File: src/hdl/fvst_pkg.sv
// shared types and constants for the four-voice square tone scheduler
// no dependencies
package fvst_pkg;

  // fixed field widths of the transactions and configuration registers
  localparam int PERIOD_WIDTH    = 16;
  localparam int INTERVAL_WIDTH  = 16;
  localparam int LEVELS_WIDTH    = 4;
  localparam int CFG_INDEX_WIDTH = 2;

  localparam logic [PERIOD_WIDTH-1:0] PERIOD_RESET = 16'd1024;

  typedef logic [PERIOD_WIDTH-1:0] period_t;

endpackage

File: src/hdl/fvst_step.sv
// one scheduler step: toggle and reload expired voices, find the new minimum, subtract it
// depends on fvst_pkg
module fvst_step
  import fvst_pkg::*;
#(
  parameter int VOICE_COUNT = 4,
  parameter int COUNT_WIDTH = 16
) (
  input  logic [VOICE_COUNT-1:0][COUNT_WIDTH-1:0] counts,
  input  period_t [VOICE_COUNT-1:0]               periods,
  input  logic [VOICE_COUNT-1:0]                  levels,
  output logic [VOICE_COUNT-1:0][COUNT_WIDTH-1:0] counts_nxt,
  output logic [VOICE_COUNT-1:0]                  levels_nxt,
  output logic [COUNT_WIDTH-1:0]                  interval
);

  logic [VOICE_COUNT-1:0][COUNT_WIDTH-1:0] loaded;
  logic [VOICE_COUNT-1:0]                  expired;
  logic [COUNT_WIDTH-1:0]                  low;

  // a voice at zero flips and reloads; with no voice at zero nothing reloads
  always_comb begin
    for (int i = 0; i < VOICE_COUNT; i++) begin
      expired[i]    = (counts[i] == '0);
      loaded[i]     = expired[i] ? COUNT_WIDTH'(periods[i]) : counts[i];
      levels_nxt[i] = levels[i] ^ expired[i];
    end
  end

  // minimum over all VOICE_COUNT voices
  always_comb begin
    low = loaded[0];
    for (int i = 1; i < VOICE_COUNT; i++) begin
      if (loaded[i] < low) begin
        low = loaded[i];
      end
    end
  end

  always_comb begin
    for (int i = 0; i < VOICE_COUNT; i++) begin
      counts_nxt[i] = loaded[i] - low;
    end
  end

  assign interval = low;

endmodule

File: src/hdl/four_voice_square_tone_scheduler.sv
// four-voice square tone scheduler: inputs are registered in the input stage, results in
// the result register; one transaction per cycle unless out_stall holds a pending result,
// since the whole step (reload, 4-way minimum, subtract) sits between the two registers.
// synchronous active-low reset: counts and levels zero, periods 1024, both stages empty.
// input transactions with expiry low are consumed without a result and leave state alone.
module four_voice_square_tone_scheduler
  import fvst_pkg::*;
#(
  parameter int VOICE_COUNT = 4,
  parameter int COUNT_WIDTH = 16
) (
  input  logic                       clk,
  input  logic                       rst_n,
  // configuration write port
  input  logic                       cfg_wr_en,
  input  logic [CFG_INDEX_WIDTH-1:0] cfg_index,
  input  logic [PERIOD_WIDTH-1:0]    cfg_wdata,
  // expiry events
  input  logic                       in_valid,
  output logic                       in_stall,
  input  logic                       in_expiry,
  // results
  output logic                       out_valid,
  input  logic                       out_stall,
  output logic [LEVELS_WIDTH-1:0]    out_wave_levels,
  output logic [INTERVAL_WIDTH-1:0]  out_next_interval
);

  // period registers, one per active voice
  period_t [VOICE_COUNT-1:0] period_r;

  // scheduler state
  logic [VOICE_COUNT-1:0][COUNT_WIDTH-1:0] counts_r;
  logic [VOICE_COUNT-1:0][COUNT_WIDTH-1:0] counts_nxt;
  logic [VOICE_COUNT-1:0]                  levels_r;
  logic [VOICE_COUNT-1:0]                  levels_nxt;
  logic [COUNT_WIDTH-1:0]                  interval;

  // input stage
  logic s1_valid_r;
  logic s1_valid_nxt;
  logic s1_expiry_r;

  // result register
  logic                      out_valid_r;
  logic                      out_valid_nxt;
  logic [LEVELS_WIDTH-1:0]   out_levels_r;
  logic [INTERVAL_WIDTH-1:0] out_interval_r;

  // handshake control
  logic in_accept;
  logic out_load;
  logic s1_fire;
  logic step;
  logic cnt_any_zero;

  // the result register may take a new value when empty or being drained this cycle
  assign out_load  = !out_valid_r || !out_stall;
  // an expiry needs a free result slot; a non-event leaves at once
  assign s1_fire   = s1_valid_r && (!s1_expiry_r || out_load);
  assign step      = s1_valid_r && s1_expiry_r && out_load;
  assign in_stall  = s1_valid_r && !s1_fire;
  assign in_accept = in_valid && !in_stall;

  always_comb begin
    s1_valid_nxt = s1_valid_r;
    if (in_accept) begin
      s1_valid_nxt = 1'b1;
    end else if (s1_fire) begin
      s1_valid_nxt = 1'b0;
    end
  end

  always_comb begin
    out_valid_nxt = out_valid_r;
    if (step) begin
      out_valid_nxt = 1'b1;
    end else if (out_valid_r && !out_stall) begin
      out_valid_nxt = 1'b0;
    end
  end

  fvst_step #(
    .VOICE_COUNT(VOICE_COUNT),
    .COUNT_WIDTH(COUNT_WIDTH)
  ) u_step (
    .counts    (counts_r),
    .periods   (period_r),
    .levels    (levels_r),
    .counts_nxt(counts_nxt),
    .levels_nxt(levels_nxt),
    .interval  (interval)
  );

  // control state, scheduler state and period registers
  always_ff @(posedge clk) begin
    if (!rst_n) begin
      s1_valid_r  <= 1'b0;
      out_valid_r <= 1'b0;
      counts_r    <= '0;
      levels_r    <= '0;
      for (int i = 0; i < VOICE_COUNT; i++) begin
        period_r[i] <= PERIOD_RESET;
      end
    end else begin
      s1_valid_r  <= s1_valid_nxt;
      out_valid_r <= out_valid_nxt;
      if (step) begin
        counts_r <= counts_nxt;
        levels_r <= levels_nxt;
      end
      // writes to indexes without a voice fall through
      for (int i = 0; i < VOICE_COUNT; i++) begin
        if (cfg_wr_en && cfg_index == CFG_INDEX_WIDTH'(i)) begin
          period_r[i] <= cfg_wdata;
        end
      end
    end
  end

  // payload registers
  always_ff @(posedge clk) begin
    if (in_accept) begin
      s1_expiry_r <= in_expiry;
    end
    if (step) begin
      out_levels_r   <= LEVELS_WIDTH'(levels_nxt);
      out_interval_r <= INTERVAL_WIDTH'(interval);
    end
  end

  assign out_valid         = out_valid_r;
  assign out_wave_levels   = out_levels_r;
  assign out_next_interval = out_interval_r;

  // after a step the minimum has been subtracted, so some voice sits at zero
  always_comb begin
    cnt_any_zero = 1'b0;
    for (int i = 0; i < VOICE_COUNT; i++) begin
      if (counts_r[i] == '0) begin
        cnt_any_zero = 1'b1;
      end
    end
  end

  a_zero_after_step: assert property (@(posedge clk) disable iff (!rst_n)
    step |=> cnt_any_zero)
    else $error("no voice count at zero after a step");

  a_no_overwrite: assert property (@(posedge clk) disable iff (!rst_n)
    (out_valid_r && out_stall) |-> !step)
    else $error("step would overwrite a pending result");

  a_levels_hold: assert property (@(posedge clk) disable iff (!rst_n)
    !step |=> $stable(levels_r))
    else $error("voice levels changed without an expiry");

  a_result_follows: assert property (@(posedge clk) disable iff (!rst_n)
    step |=> out_valid_r)
    else $error("expiry step produced no result");

endmodule
File: config.mk
export PLATFORM = sky130hd
export DESIGN_NAME = four_voice_square_tone_scheduler
export DESIGN_NICKNAME = d
export VERILOG_FILES = /design/src/hdl/fvst_pkg.sv /design/src/hdl/fvst_step.sv /design/src/hdl/four_voice_square_tone_scheduler.sv
export SDC_FILE = /design/constraint.sdc
export NUM_CORES = 1
export LEC_CHECK = 0
export BUFFER_PORTS_ARGS = -buffer_cell sky130_fd_sc_hd__clkbuf_2
export CORE_ASPECT_RATIO = 2
export CORE_MARGIN = 5
export CORE_UTILIZATION = 50
export DETAILED_ROUTE_END_ITERATION = 8
export GPL_TIMING_DRIVEN = 0
export HOLD_SLACK_MARGIN = 0.02
export PLACE_DENSITY = 0.67
export SETUP_SLACK_MARGIN = 0.2
export SLEW_MARGIN = 15
export SYNTH_ARGS = -nofsm -noshare
export SYNTH_HDL_FRONTEND = slang
export SYNTH_SLANG_ARGS = --single-unit
File: constraint.sdc
create_clock -name clk -period 15.4 [get_ports clk]
set_input_delay 3.08 -clock clk [delete_from_list [all_inputs] [get_ports clk]]
set_output_delay 3.08 -clock clk [all_outputs]
set_load 0.005 [all_outputs]
### After elaboration in Yosys (flattened, before gate mapping)

Cells that the tools add are included.

* register bits after elaboration: 155
* bits of input ports: 24
* output and inout port bits: 22
* logic and storage cells: 63

* add/sub/neg operators: 4
* $lt $le $gt $ge: 3
* equality and inequality tests: 3
* muxes and demuxes: 11
* bitwise gates (word level): 4
* reductions and logical operators: 24

Operator list (number)
* 2-to-1 mux 16 bit: 7
* zero test 16 bit: 4
* subtractor 16 bit: 4
* < comparator 16 bit: 3
* logical AND 1 bit: 10
* zero test 1 bit: 5
* == test 2 bit, second input constant: 2
* 2-to-1 mux 1 bit: 4
* nonzero test 2 bit: 2
* XOR 1 bit: 4
* == test 2 x 1 -> 1 bit, second input constant: 1
* zero test 2 bit: 1
* logical OR 1 bit: 2

### Longest topological paths before layout

* depth after elaboration: 9
* mapped depth: 61

### Modules after synthesis

From an unflattened synthesis, not the netlist that was laid out.

* cells, all modules: 1435
* area total of the unflattened synthesis: 11619.9 um^2

Modules (own cells, without submodules)
* fvst_step: instances 1, cells each 877, area an instance 5983.2 um^2
* four_voice_square_tone_scheduler: instances 1, cells each 558, area an instance 5636.7 um^2

### Worst setup path after synthesis

No wires, ideal clock.

* path kind: register -> register
* start: register counts_r[6] (netlist name)
* end: register counts_r[58] (netlist name)
* library setup time: 0.121 ns
* data arrival time: 11.936 ns
* required time: 15.279 ns
* slack: 3.342 ns
* stages on the path, launching flop included: 59
* clock period less this slack: 12.058 ns
* cell sequence: dfxtp_1 or4_4 nor4_4 and2_0 clkbuf_1 clkbuf_1 a21oi_1 ha_1 nand2_1 nor4_1 o21ai_0 a31o_4 a22oi_1 clkbuf_1 clkbuf_1 o21ai_0 ha_1 a21o_1 (+23 left out) nand2_1 o31a_1 ha_1 inv_1 ha_1 clkbuf_2 nor2_1 o21ai_0 o21a_1 a32oi_1 o21ai_0 a21oi_1 o311ai_0 o311ai_0 nor3_1 a21o_1 and4_1 a211oi_1

* longest elaborated chain between the ends: 9

RTL lines
* start, declared: RTL line four_voice_square_tone_scheduler.sv:33 `logic [VOICE_COUNT-1:0][COUNT_WIDTH-1:0] counts_r;`
* start signal, assigned: RTL line four_voice_square_tone_scheduler.sv:109 `counts_r <= counts_nxt;`
* zero test 16 bit
* 2-to-1 mux 16 bit *: RTL line fvst_step.sv:25 `loaded[i] = expired[i] ? COUNT_WIDTH'(periods[i]) : counts[i];`
* < comparator 16 bit: RTL line fvst_step.sv:34 `if (loaded[i] < low) begin`
* 2-to-1 mux 16 bit *: RTL line fvst_step.sv:34
* < comparator 16 bit: RTL line fvst_step.sv:34
* 2-to-1 mux 16 bit *: RTL line fvst_step.sv:34
* < comparator 16 bit: RTL line fvst_step.sv:34
* 2-to-1 mux 16 bit *: RTL line fvst_step.sv:34
* via interval[0]: RTL line four_voice_square_tone_scheduler.sv:37 `logic [COUNT_WIDTH-1:0] interval;`
* subtractor 16 bit *: RTL line fvst_step.sv:42 `counts_nxt[i] = loaded[i] - low;`

Mark *: on every way through the listed nets, which the timed path passes. The rest lies on a longest branch.
A chain may end at the register's enable or synchronous reset.

### Worst setup path after layout

* start: register counts_r[31] (netlist name)
* end: register counts_r[58] (netlist name)

* longest elaborated chain between the ends: 9

RTL lines
* zero test 16 bit: RTL line fvst_step.sv:24 `expired[i] = (counts[i] == '0);`
* 2-to-1 mux 16 bit *: RTL line fvst_step.sv:25
* < comparator 16 bit: RTL line fvst_step.sv:34
* 2-to-1 mux 16 bit *: RTL line fvst_step.sv:34
* < comparator 16 bit: RTL line fvst_step.sv:34
* 2-to-1 mux 16 bit *: RTL line fvst_step.sv:34
* < comparator 16 bit: RTL line fvst_step.sv:34
* 2-to-1 mux 16 bit *: RTL line fvst_step.sv:34
* via interval[0]: RTL line four_voice_square_tone_scheduler.sv:37
* subtractor 16 bit *: RTL line fvst_step.sv:42

Marked as above.

==> results.cfg <==
[floorplan]
start_util_pct = 50.6
die-area_sq_um = 25100
rows = 76
core-area_sq_um = 21600
die_h_microns = 219
io_pins = 46
die_x_microns = 115

[global_route]
grt_util_met3_pct = 4.91
grt_usage_pct = 32.4
grt_pass1_wl_microns = 60900
antenna_found_initial = 0
use_met1_pct = 32.9
grt.overflow.total = 0
grt_max_degree = 19
grt_pass1_vias = 11100
grt_use_met2_pct = 57.4
busiest_layer = met2

[placement]
io_buffers = 44
place_ws_ps = -1040
gp_congestion = 0.988
dp.final_hpwl_microns = 31600
placed_cell_area_sq_um = 11500

[worst_setup_path]
cpMaxStageDelayCell = nor4_1
critPathMaxFanout = 10
end_kind = flip-flop
required_ps = 15760
worstPathArrival_ps = 14930
slowest_delay_ps = 600
r2r-start = counts_r[31]$_SDFFE_PN0P_
crit_start = counts_r[31]$_SDFFE_PN0P_
worstRegToRegCells = 58
r2r_setup_slack_ps = 840
path_class = flip-flop to flip-flop
startpoint_type = flip-flop
r2r-end = counts_r[58]$_SDFFE_PN0P_

[clock_network]
clockBufferDepth = 2
clk_pin_slew_ps = 60
cts_resized = 7
cts_made_buffers = 17
postCtsSetupRepairBufs = 0
ctsHtreeMaxLevel = 4
cts_tree = yes
holdBufCountCts = 0
cts_root_buffer = clkbuf_16
clkSinkCount = 155
clkLatencyLatePin_ps = 460

[sta]
fin_crit_sh_pct = 94.6
tightest_slew_ps = 1050
maxSlewHeadroom_pct = 30.3
skew_ps = 10.1
rsz0062_at_grt = no
final_hold_viol_count = 0
max_freq_mhz = 68.7
min_period_ps = 14560
slew_violations = 0
setup_viol = 0
fin_ws_ps = 836

[drt]
wire_per_inst_microns = 22.3
wl_microns = 40200
drc = 0
dr.pass1.iters = 5
via_per_inst = 6.19
ant_nets = 0
vias = 11100
drt-initial-drc-count = 829

[final_layout]
finalNetCount = 1601
final_util_pct = 56.6
layout-drive-gt1-share_pct = 10.4
final_area_sq_um = 12200
diodes = 0
syn_to_final_growth_pct = 11.7

[min_path]
min_from = period_r[19]$_SDFFE_PN0P_
min_path_cells = 2
holdPathEnd = period_r[19]$_SDFFE_PN0P_
hold_path_class = flip-flop to flip-flop

[synth]
async_reset_ff_share_pct = 0
synth_common_cells = nand2_1, a21oi_1, dfxtp_1
syn_avg_cell_area_sq_um = 7.55
yosys.area_share.simple_pct = 21.5
ys_warn_count = 0
synth-edff-count = 21
synth.net_count = 1536
yosysTopAreaCell = dfxtp_1
synthCells = 1447
ys_seq_elements = 155
post_synth_num_cell_types = 97
synth_top_area_share_pct = 24.5
synth_compound_area_share_pct = 26.7
netlist_area_sq_um = 10900
synthMostInstantiatedCell = nand2_1
synth_fa_ha_area_share_pct = 8.78
synth_top_family_by_area = compound AO/OA/AOI/OAI gates
synthXorXnorAreaFrac_pct = 6.66
synth-main-ff-cell = dfxtp_1
synth_area_leaders = dfxtp_1, nand2_1, a21oi_1
synth.area.mux_share_pct = 1.17
ys_seq_area_share_pct = 30.3

[status]
status = completed

[flow_run]
cap_violations = 0
## stage by stage
step / std cells / setup TNS, ps / hold slack (ps)
floorplan: 1447 / 0 / 437
global placement: 1764 / -13450 / 442
detailed placement: 1766 / -11250 / 449
CTS: 1798 / 0 / 457
global route: 1798 / 0 / 476
finish: 1798 / 0 / 459
## area by class of cell
cell class | instances | area (sq um)
inverters | 70 | 265
fillers | 2086 | 9370
clock buffers | 18 | 439
clock inverters | 14 | 190
plain buffers | 65 | 278
well taps | 273 | 342
repair buffers | 46 | 248
flip-flops and latches | 155 | 3310
multi-input cells | 1157 | 7140
## worst max path at each step
| stage | slack [ps] | end | cells past startpoint |
|---|---|---|---|
| 6_report | 840 | counts_r[58]$_SDFFE_PN0P_ | 58 |
| 5_1_grt | 260 | counts_r[58]$_SDFFE_PN0P_ | 57 |
| 4_1_cts | 200 | counts_r[62]$_SDFFE_PN0P_ | 58 |
| 3_5_place_dp | -1040 | counts_r[62]$_SDFFE_PN0P_ | 58 |
| 3_3_place_gp | -1160 | counts_r[62]$_SDFFE_PN0P_ | 54 |
| 2_1_floorplan | 3340 | counts_r[58]$_SDFFE_PN0P_ | 58 |
## cell families (layout without fill, tap and decap cells)
logic type,count (synthesis),after routing
and+or+nand+nor,534,534
buffers and inverters,135,213
muxes,12,12
AOI/OAI and AO/OA,451,451
xor gates and xnor gates,81,81
adders and majority gates,79,79
DFF,155,155
## state kept, by name, summed over array words and instances, names as in the netlist
| register | cells |
|---|---|
| s1_valid_r | 1 |
| s1_expiry_r | 1 |
| period_r | 64 |
| out_wave_levels | 4 |
| out_next_interval | 16 |
| counts_r | 64 |
| out_valid | 1 |
| levels_r | 4 |
## layer usage
metal	wire length (microns)	part of all wire [%]
met2	20400	51
met3	2150	5.4
met1	13900	35
met5	0	0
met4	3690	9.2
## placed cells by master, fill, tap and decap left out, types with 22 or more instances in the layout
master,n
clkbuf_2,50
a211oi_1,31
nand2_1,284
ha_1,64
xnor2_1,58
clkbuf_1,46
xor2_1,22
a21oi_1,187
o21ai_0,63
nor2_1,115
inv_1,64
nand3_1,38
dfxtp_1,134
a21o_1,40
## worst max-delay path: cells and delay by family, from the launching register on
kind                     cells  cell delay (ps)
adder cells (fa/ha/maj)      5             1450
buffers and inverters       13             3230
AO/OA/AOI/OAI               33             7360
flip-flops                   1              400
AND/OR/NAND/NOR              7             2010
Power is left out: the tool's default activity adds up to more than one toggle a clock period on the data nets, which glitch-free logic cannot reach.
